File: src/sv/r2fft_pkg.sv
package r2fft_pkg;

    localparam int MAX_POINTS_DEF  = 64;
    localparam int SAMPLE_BITS_DEF = 16;
    localparam int WORK_BITS       = 22;
    localparam int TW_BITS         = 16;
    localparam int ROM_LOG2        = 6;
    localparam int FRAC_BITS       = 15;
    localparam int CFG_IDX_BITS    = 8;
    localparam int CFG_DATA_BITS   = 8;

    localparam logic [CFG_IDX_BITS-1:0] REG_DIRECTION = 8'd0;
    localparam logic [CFG_IDX_BITS-1:0] REG_SIZE_LOG2 = 8'd1;

    localparam logic signed [WORK_BITS-1:0] WORK_MAX = 22'sd2097151;
    localparam logic signed [WORK_BITS-1:0] WORK_MIN = -22'sd2097152;

    typedef logic signed [WORK_BITS-1:0] work_t;

    // Frame handed from the load side to the engine
    typedef struct packed {
        logic       dir;
        logic [2:0] lg;
        logic       bank;
    } job_t;

    function automatic logic [TW_BITS-1:0] quarter_cos(input logic [4:0] k);
        logic [TW_BITS-1:0] v;
        case (k)
            5'd0:  v = 16'd32767;
            5'd1:  v = 16'd32610;
            5'd2:  v = 16'd32138;
            5'd3:  v = 16'd31357;
            5'd4:  v = 16'd30274;
            5'd5:  v = 16'd28899;
            5'd6:  v = 16'd27246;
            5'd7:  v = 16'd25330;
            5'd8:  v = 16'd23170;
            5'd9:  v = 16'd20788;
            5'd10: v = 16'd18205;
            5'd11: v = 16'd15447;
            5'd12: v = 16'd12540;
            5'd13: v = 16'd9512;
            5'd14: v = 16'd6393;
            5'd15: v = 16'd3212;
            default: v = 16'd0;
        endcase
        return v;
    endfunction

    function automatic work_t sat_work(input logic signed [WORK_BITS+1:0] v);
        work_t r;
        if (v > 24'(signed'(WORK_MAX)))
            r = WORK_MAX;
        else if (v < 24'(signed'(WORK_MIN)))
            r = WORK_MIN;
        else
            r = v[WORK_BITS-1:0];
        return r;
    endfunction

endpackage

File: src/sv/r2fft_queue.sv
module r2fft_queue
    import r2fft_pkg::*;
(
    input  logic clk,
    input  logic rst_n,
    input  logic push,
    input  job_t push_job,
    input  logic pop,
    output logic has_job,
    output job_t head,
    output logic bank_free
);

    job_t       slot_reg [2];
    logic [1:0] cnt_reg;
    logic       rd_reg, wp_reg;

    assign has_job   = cnt_reg != 2'd0;
    assign head      = slot_reg[rd_reg];
    assign bank_free = cnt_reg != 2'd2;

    always_ff @(posedge clk)
    begin
        if (push)
            slot_reg[wp_reg] <= push_job;
    end

    always_ff @(posedge clk or negedge rst_n)
    begin
        if (!rst_n)
        begin
            cnt_reg <= '0;
            rd_reg  <= 1'b0;
            wp_reg  <= 1'b0;
        end
        else
        begin
            if (push)
                wp_reg <= !wp_reg;
            if (pop)
                rd_reg <= !rd_reg;
            cnt_reg <= cnt_reg + 2'(push) - 2'(pop);
        end
    end

endmodule

File: config.mk
export PLATFORM = sky130hd
export DESIGN_NAME = r2fft_queue
export DESIGN_NICKNAME = d
export VERILOG_FILES = /design/src/sv/r2fft_pkg.sv /design/src/sv/r2fft_queue.sv
export SDC_FILE = /design/constraint.sdc
export NUM_CORES = 1
export LEC_CHECK = 0
export BUFFER_PORTS_ARGS = -buffer_cell sky130_fd_sc_hd__buf_2
export CAP_MARGIN = 20
export CORE_MARGIN = 8
export CORE_UTILIZATION = 43
export DETAILED_ROUTE_END_ITERATION = 12
export PLACE_DENSITY = 0.8
export SLEW_MARGIN = 5
export SYNTH_ARGS = -nofsm -noshare
export SYNTH_HDL_FRONTEND = slang
export SYNTH_SLANG_ARGS = --single-unit
export TNS_END_PERCENT = 5
File: constraint.sdc
create_clock -name clk -period 1.19 [get_ports clk]
set_input_delay 0.119 -clock clk [delete_from_list [all_inputs] [get_ports clk]]
set_output_delay 0.119 -clock clk [all_outputs]
set_load 0.02 [all_outputs]
==> results.yml <==
status:
  status: "finished with violations"
  violations: "negative setup slack"
timing:
  fin_ws_ns: -0.1183
  timing.final.max_slew_violations: 0
  fin_setup_tns_ns: -0.6229
  skew_ns: 0.005498
  rsz0062_at_grt: "yes"
  setup_violations: 6
  period_share: 1.099
  tightest_slew_ns: 0.2435
  fmax_ghz: 0.7643
  fin_crit_ns: 1.308
  max-slew-margin-rel: 0.8377
  hold_viol: 0
hold_path:
  hp-class: "in2reg"
power_and_ir_drop:
  total_switching_power_uw: 541.5
  power_frac_comb: 0.415
  finalPower_mw: 1.784
  clkPwrFrac: 0.147
  powerDensity_nw_per_um2: 2373
  ir_worst_vdd_uv: 1060
  switching_share: 0.3035
  pwr-share-seq: 0.438
  leakage_nw: 0.3370
  internal_power_mw: 1.243
worst_setup_path:
  crit_fanout: 6
  endpoint: "head[0]"
  rr_worst_depth: 5
  critPathRequiredTime_ns: 1.07
  r2r-start: "cnt_reg[0]"
  setup.worst_path.start: "rd_reg"
  end_kind: "output port"
  cp.arrival_ns: 1.19
  reg2reg_to: "cnt_reg[1]"
  reg2reg_slack_ns: 0
  setup.worst_path.start_class: "register"
  criticalPathCategory: "reg2out"
drt:
  drt-total-wl_um: 799
  firstDrtPassIters: 2
  route.detailed.drc: 0
  vias_per_cell: 4.493
  drt_iter0_markers: 4
  vias: 301
  wl_per_cell_um: 11.93
  ant_nets: 0
die:
  core_area_um2: 1285
  die_w_um: 52.90
  die-area_um2: 2798
  pin_count: 16
  start_util: 0.4557
  die_y_um: 52.90
  fp-row-count: 13
grt:
  grt_pass1_wl_um: 1248
  grtUsageTotal: 0.06483
  antenna_found_initial: 0
  first_global_vias: 290
  grt.overflow.total: 0
  grt_start_max_net_pins: 9
logic_synthesis:
  synthesis.nets: 42
  synth.top_cell.area_share: 0.5128
  ys_ff_latch: 14
  syn_area_per_cell_um2: 18.89
  yosys_warnings: 0
  synth_top_area_cell: "edfxtp_1"
  ys_types: 12
  ys_seq_area_frac: 0.6838
  syn-cell-area_um2: 585.6
  yosys-top-cells-area: "edfxtp_1 51%, dfrtp_1 17%, mux2_4 13%"
  syn-instance-count: 31
layout:
  areaGrowthSynthToFinish_pct: 28.42
  largest_register_ffs: 10
  nets: 64
  drive_gt1_frac: 0.5192
  seqCellArea_um2: 401.6
  layoutNonFillerInstCount: 67
  final_util: 0.5852
  fillers: 97
  layout_common_cells: "10 x buf_2, 10 x edfxtp_1, 5 x mux2_4, 5 x buf_6"
  num_antenna_cells: 0
  multi_input_area_um2: 166.4
clocking:
  path_clk_slew_ns: 0.08
  cts.sinks: 14
  cts_buffers: 3
  ctsRootBufferMaster: "clkbuf_4"
  clkLatencyLatePin_ns: 0.27
  cts_tree: "built"
  clock_path_buffers: 2
  htreeDepth: 1
place:
  routabilityCongestion: 0.6964
  dpl.cell_count: 61
  dp_slack_ns: -0.002170
  port_buffers: 15
  hpwl_um: 635.9
run:
  cap_viol_max_count: 0
## area by class of cell
cell class,count,share of cell area
clock buffers,4,0.03494
inverters,2,0.009983
multi-input cells,14,0.2213
flip-flops and latches,14,0.5341
well taps,15,0.02496
repair buffers,18,0.1747
## timing repair
item | 4_1_cts | 5_1_grt
setup endpoints to repair | 7 | 7
hold buffers | 1 | 0
setup buffers | 1 | 0
resized for setup | 11 | 0
endpoints found under the hold margin | 4 | 0
## layer usage
layer | wire length, um | vias to the layer above | GRT usage
li1 | - | 151 | -
met1 | 304 | 142 | 0.06397
met2 | 434 | 6 | 0.09961
met3 | 51 | 2 | 0.02521
met4 | 9 | 0 | 0.06466
met5 | 0 | - | 0
## logic make-up (layout without fill, tap and decap cells)
group                      Yosys count  after routing  synth area share
adders and majority gates            2              2           0.04273
and+or+nand+nor                      4              4           0.04276
buffers and inverters                3             24           0.03205
DFF                                 14             14            0.6838
xor gates and xnor gates             3              3           0.07051
muxes                                5              5            0.1282
## power groups by stage
stage	Sequential, mW	Clock, mW	Combinational, mW
CTS	0.782	0.276	0.752
global route	0.794	0.296	0.798
finish	0.781	0.263	0.740
detailed placement	0.794	0	0.622
floorplan	0.733	0	0.541
global placement	0.784	0	0.619
## per-stage QoR
step                hold WS (ns)  instance area, um2
floorplan                -0.1766               585.6
global placement        -0.07123               675.6
detailed placement      -0.06927               675.6
CTS                      0.02516               752.0
global route             0.01529               752.0
finish                   0.03724               752.0
## critical path, stage by stage, from the launching register on
cell     delay (ns)
dfrtp_2        0.48
mux2_4         0.32
buf_6          0.13
## synth_stat cells
cell type  number
mux2_4          5
nand2b_1        1
or2_2           1
buf_6           1
xor3_1          1
inv_1           2
nor2b_1         1
xor2_1          2
ha_1            2
edfxtp_1       10
and2_1          1
dfrtp_1         4
## how the worst min path moves through the flow
stage | startpoint | to | slack (ns) | cells past startpoint
2_1_floorplan | rst_n | cnt_reg[0] | -0.18 | 0
3_5_place_dp | rst_n | cnt_reg[0] | -0.07 | 1
5_1_grt | push_job[4] | slot_reg[0][4] | 0.02 | 1
4_1_cts | push_job[4] | slot_reg[0][4] | 0.03 | 1
6_report | push_job[4] | slot_reg[0][4] | 0.04 | 1
3_3_place_gp | rst_n | cnt_reg[0] | -0.07 | 1
Power figures use the tool's default switching activity.
