## src/sv/r2fft_pkg.sv

```systemverilog
package r2fft_pkg;

    localparam int MAX_POINTS_DEF  = 64;
    localparam int SAMPLE_BITS_DEF = 16;
    localparam int WORK_BITS       = 22;
    localparam int TW_BITS         = 16;
    localparam int ROM_LOG2        = 6;
    localparam int FRAC_BITS       = 15;
    localparam int CFG_IDX_BITS    = 8;
    localparam int CFG_DATA_BITS   = 8;

    localparam logic [CFG_IDX_BITS-1:0] REG_DIRECTION = 8'd0;
    localparam logic [CFG_IDX_BITS-1:0] REG_SIZE_LOG2 = 8'd1;

    localparam logic signed [WORK_BITS-1:0] WORK_MAX = 22'sd2097151;
    localparam logic signed [WORK_BITS-1:0] WORK_MIN = -22'sd2097152;

    typedef logic signed [WORK_BITS-1:0] work_t;

    // Frame handed from the load side to the engine
    typedef struct packed {
        logic       dir;
        logic [2:0] lg;
        logic       bank;
    } job_t;

    function automatic logic [TW_BITS-1:0] quarter_cos(input logic [4:0] k);
        logic [TW_BITS-1:0] v;
        case (k)
            5'd0:  v = 16'd32767;
            5'd1:  v = 16'd32610;
            5'd2:  v = 16'd32138;
            5'd3:  v = 16'd31357;
            5'd4:  v = 16'd30274;
            5'd5:  v = 16'd28899;
            5'd6:  v = 16'd27246;
            5'd7:  v = 16'd25330;
            5'd8:  v = 16'd23170;
            5'd9:  v = 16'd20788;
            5'd10: v = 16'd18205;
            5'd11: v = 16'd15447;
            5'd12: v = 16'd12540;
            5'd13: v = 16'd9512;
            5'd14: v = 16'd6393;
            5'd15: v = 16'd3212;
            default: v = 16'd0;
        endcase
        return v;
    endfunction

    function automatic work_t sat_work(input logic signed [WORK_BITS+1:0] v);
        work_t r;
        if (v > 24'(signed'(WORK_MAX)))
            r = WORK_MAX;
        else if (v < 24'(signed'(WORK_MIN)))
            r = WORK_MIN;
        else
            r = v[WORK_BITS-1:0];
        return r;
    endfunction

endpackage

```

## src/sv/r2fft_front.sv

```systemverilog
module r2fft_front
    import r2fft_pkg::*;
#(
    parameter int MAX_POINTS  = MAX_POINTS_DEF,
    parameter int SAMPLE_BITS = SAMPLE_BITS_DEF,
    localparam int AW = $clog2(MAX_POINTS),
    localparam int FLOOR_LOG2 = $clog2(MAX_POINTS + 1) - 1,
    localparam int LIM = (FLOOR_LOG2 > ROM_LOG2) ? ROM_LOG2 : FLOOR_LOG2
)
(
    input  logic                          clk,
    input  logic                          rst_n,
    input  logic                          take,
    input  logic signed [SAMPLE_BITS-1:0] sample_real,
    input  logic signed [SAMPLE_BITS-1:0] sample_imag,
    input  logic                          dir,
    input  logic [2:0]                    size_cfg,
    input  logic                          size_wr,
    input  logic                          bank_free,
    output logic                          full,
    output logic                          wr_en,
    output logic                          wr_bank,
    output logic [AW-1:0]                 wr_addr,
    output work_t                         wr_re,
    output work_t                         wr_im,
    output logic                          job_valid,
    output job_t                          job
);

    logic [AW:0]   count_reg, count_next;
    logic          bank_reg;
    logic [2:0]    lg;
    logic [AW:0]   n;
    logic [AW:0]   idx;
    logic [AW-1:0] rev;

    function automatic work_t align(input logic signed [SAMPLE_BITS-1:0] s);
        logic signed [SAMPLE_BITS+WORK_BITS:0] v;
        v = (SAMPLE_BITS+WORK_BITS+1)'(s);
        if (SAMPLE_BITS > 16)
            v = (v + ((SAMPLE_BITS+WORK_BITS+1)'(1) <<< (SAMPLE_BITS-17)))
                >>> (SAMPLE_BITS-16);
        else
            v = v <<< (16-SAMPLE_BITS);
        return v[WORK_BITS-1:0];
    endfunction

    always_comb
    begin
        lg = size_cfg;
        if (lg < 3'd1)
            lg = 3'd1;
        if (lg > 3'(LIM))
            lg = 3'(LIM);
        n   = (AW+1)'(1) << lg;
        idx = (count_reg >= n) ? '0 : count_reg;
        count_next = idx + 1'b1;
    end

    // Samples land at their bit-reversed position
    always_comb
    begin
        rev = '0;
        for (int b = 0; b < AW; b++)
            if (b < int'(lg))
                rev[int'(lg) - 1 - b] = idx[b];
    end

    assign full      = !bank_free;
    assign wr_en     = take;
    assign wr_bank   = bank_reg;
    assign wr_addr   = rev;
    assign wr_re     = align(sample_real);
    assign wr_im     = align(sample_imag);
    assign job_valid = take && (count_next == n);
    assign job       = '{dir: dir, lg: lg, bank: bank_reg};

    always_ff @(posedge clk or negedge rst_n)
    begin
        if (!rst_n)
        begin
            count_reg <= '0;
            bank_reg  <= 1'b0;
        end
        else if (size_wr)
            count_reg <= '0;
        else if (take)
        begin
            if (job_valid)
            begin
                count_reg <= '0;
                bank_reg  <= !bank_reg;
            end
            else
                count_reg <= count_next;
        end
    end

endmodule

```

## config.mk

```make
export PLATFORM = sky130hd
export DESIGN_NAME = r2fft_front
export DESIGN_NICKNAME = d
export VERILOG_FILES = /design/src/sv/r2fft_pkg.sv /design/src/sv/r2fft_front.sv
export SDC_FILE = /design/constraint.sdc
export NUM_CORES = 1
export LEC_CHECK = 0
export BUFFER_PORTS_ARGS = -buffer_cell sky130_fd_sc_hd__buf_4
export CAP_MARGIN = 25
export CORE_MARGIN = 5
export CORE_UTILIZATION = 41
export CTS_BUF_LIST = sky130_fd_sc_hd__clkbuf_8
export CTS_CLUSTER_DIAMETER = 100
export DETAILED_ROUTE_END_ITERATION = 10
export GPL_TIMING_DRIVEN = 0
export HOLD_SLACK_MARGIN = 0.15
export PLACE_DENSITY = 0.86
export SETUP_SLACK_MARGIN = 0.5
export SLEW_MARGIN = 0
export SYNTH_ARGS = -nofsm -noshare
export SYNTH_HDL_FRONTEND = slang
export SYNTH_SLANG_ARGS = --single-unit
```

## constraint.sdc

```tcl
create_clock -name clk -period 6.4 [get_ports clk]
set_input_delay 1.28 -clock clk [delete_from_list [all_inputs] [get_ports clk]]
set_output_delay 1.28 -clock clk [all_outputs]
set_load 0.03 [all_outputs]
```

==> results_dict.tcl <==
set metrics [dict create \
    tns_ns -0.000794 \
    start_kind "input pin" \
    final_area_mm2 0.00271 \
    drt_iter0_markers 145 \
    grt_pass1_vias 1790 \
    violations "negative setup slack" \
    htreeDepth 1 \
    dp_hpwl_um 3950 \
    cp_max_fo 5 \
    required_ns 5.12 \
    syn_area_per_cell_um2 7.23 \
    p_total_uw 367 \
    rsz0062_at_grt "yes" \
    worst_slack_ns -0.000794 \
    synth_common_cells "48 x buf_4, 27 x nand2_1, 16 x nor2_1" \
    cts_buffers 3 \
    layout-drive-gt1-share_pct 54.0 \
    tightest_slew_ns 0.599 \
    clkLatencyLatePin_ns 0.23 \
    fillers 317 \
    synthArstFlopShare_pct 100 \
    n_antenna_cell 0 \
    synth.distinct_cells 48 \
    clockBufferDepth 2 \
    status "complete, but fails checks" \
    relSlewSlack_pct 60.1 \
    drtAntennaViolNets 0 \
    syn_area_mm2 0.00166 \
    core_mm2 0.00397 \
    yosysWarnings 0 \
    final_cells 374 \
    cp-end-kind "output port" \
    ir_drop_v 0.0000733 \
    yosysMostFrequentCell "buf_4" \
    gp_congestion 0.965 \
    antenna_found_initial 0 \
    ys_dominant_reg_cell "dfrtp_1" \
    io_buffers 65 \
    synth.net_count 284 \
    die_h_um 73.7 \
    finalNetCount 380 \
    grt_max_degree 11 \
    synth-edff-count 0 \
    synth_top_cell_by_area "buf_4" \
    synth-seq-cells 8 \
    leakage_nw 1.30 \
    die_x_um 73.7 \
    die-area_mm2 0.00543 \
    clock_sinks 8 \
    cts_tree "done" \
    synthTopCellsByArea "buf_4 22%, dfrtp_1 12%, ha_1 9.8%, nand2_1 6.1%, xnor2_1 4.2%" \
    synth_top_area_share_pct 21.7 \
    wl_per_cell_um 14.9 \
    hold_viol 0 \
    firstDrtPassIters 6 \
    cellPowerDensity_mw_per_mm2 135 \
    finalMaxSlewViolations 0 \
    dpl_cell_area_mm2 0.00238 \
    drc_errors 0 \
    rows 23 \
    utilization_pct 68.3 \
    ys_seq_area_share_pct 12.0 \
    hp-class "flip-flop to flip-flop" \
    netlist_instances 230 \
    grt_overflow 0 \
    syn_to_final_growth_pct 63.1 \
    fmax_mhz 156 \
    crit_arrival_ns 5.12 \
    clockRootBuffer "clkbuf_8" \
    path_clk_slew_ns 0.04 \
    fin_crit_sh_pct 100 \
    initial_core_util_pct 41.9 \
    vias_per_cell 5.36 \
    wl_um 5560 \
    period_minus_slack_ns 6.40 \
    io_pins 100 \
    fin_skew_ns 0.00393 \
    via_count 2006 \
    hold_ws_ns 0.485 \
    place_inst 345 \
    cap_violations 0 \
    largest_reg_flops 7 \
    pre_cts_slack_ns -0.398 \
    grt_pass1_wl_um 8270 \
    grt.total_usage_pct 18.8 \
    setup_viol 1 \
    criticalPathCategory "input pin to output port" \
]
## routing by layer
metal	track usage [%]	vias to the layer above	routed length (um)
met5	0	-	0
met4	6.44	0	183
met3	2.46	31	598
met2	31.7	148	2710
met1	24.6	881	2070
li1	-	946	-
## critical path, cell delays in order
cell	delay [ns]
buf_8	0.11
nor2b_4	0.14
nor2_4	0.06
nor2_4	0.18
buf_4	0.14
ha_1	0.22
nand2_1	0.12
ha_1	0.29
nand4_1	0.12
buf_4	0.17
o221ai_4	0.25
nor2_4	0.09
ha_4	0.21
xnor2_4	0.15
or3_4	0.38
a2111oi_4	0.29
nor3_1	0.09
or4_1	0.45
buf_6	0.15
nor2_4	0.09
buf_6	0.14
## power breakdown
| part | total (mW) | switching [mW] | internal [mW] |
|---|---|---|---|
| combinational | 0.246 | 0.135 | 0.112 |
| sequential | 0.0593 | 0.00413 | 0.0552 |
| clock | 0.0613 | 0.0205 | 0.0408 |
## cell usage in the layout, fill, tap and decap left out, drive strengths merged, types with 3 or more instances in the layout
cell | synthesis | layout
xnor2 | 9 | 9
clkbuf | 10 | 13
o211ai | 3 | 3
dfrtp | 8 | 8
a22o | 3 | 3
ha | 13 | 13
inv | 11 | 10
nor2 | 16 | 16
nor2b | 4 | 4
nand4 | 3 | 3
a32oi | 3 | 3
buf | 50 | 141
and3 | 3 | 3
a21oi | 4 | 4
a2111oi | 3 | 3
nor3 | 3 | 3
a31oi | 6 | 6
nand3 | 10 | 10
xor2 | 4 | 4
nand2 | 27 | 27
o21ai | 9 | 9
nand2b | 4 | 4
## final cells by class
type / instances / area (um2) / area share, %
multi-input cells: 151 / 1210 / 44.7
repair buffers: 91 / 706 / 26.0
plain buffers: 60 / 433 / 16.0
flip-flops and latches: 8 / 200 / 7.38
well taps: 50 / 62.6 / 2.31
inverters: 11 / 57.6 / 2.12
clock buffers: 3 / 41.3 / 1.52
## final timing paths
path / start / to / slack, ns / cells after the start
max: size_cfg[1] / job_valid / -0.0008 / 21
min: wr_bank / wr_bank / 0.49 / 1
max reg2reg: count_reg[0] / count_reg[2] / 1.96 / 18
min reg2reg: wr_bank / wr_bank / 0.49 / 1
max in group asynchronous: rst_n / count_reg[6] / 5.42 / 1
min in group asynchronous: rst_n / count_reg[3] / 0.85 / 1
## cell families (layout without fill, tap and decap cells)
group	after synthesis	count (layout)	share of synthesized area [%]
and+or+nand+nor	80	80	23.9
buffers and inverters	71	165	26.9
AOI/OAI and AO/OA	44	44	19.4
adders and majority gates	13	13	9.78
xor gates and xnor gates	13	13	7.30
DFF	8	8	12.0
muxes	1	1	0.677
## what timing repair did
item                       CTS  global route
pin swaps                   16             9
setup buffers               16            10
hold buffers                 0             0
resized for setup           14             7
setup endpoints to repair    1             1
gates cloned                 0             0
Power figures use the tool's default switching activity.
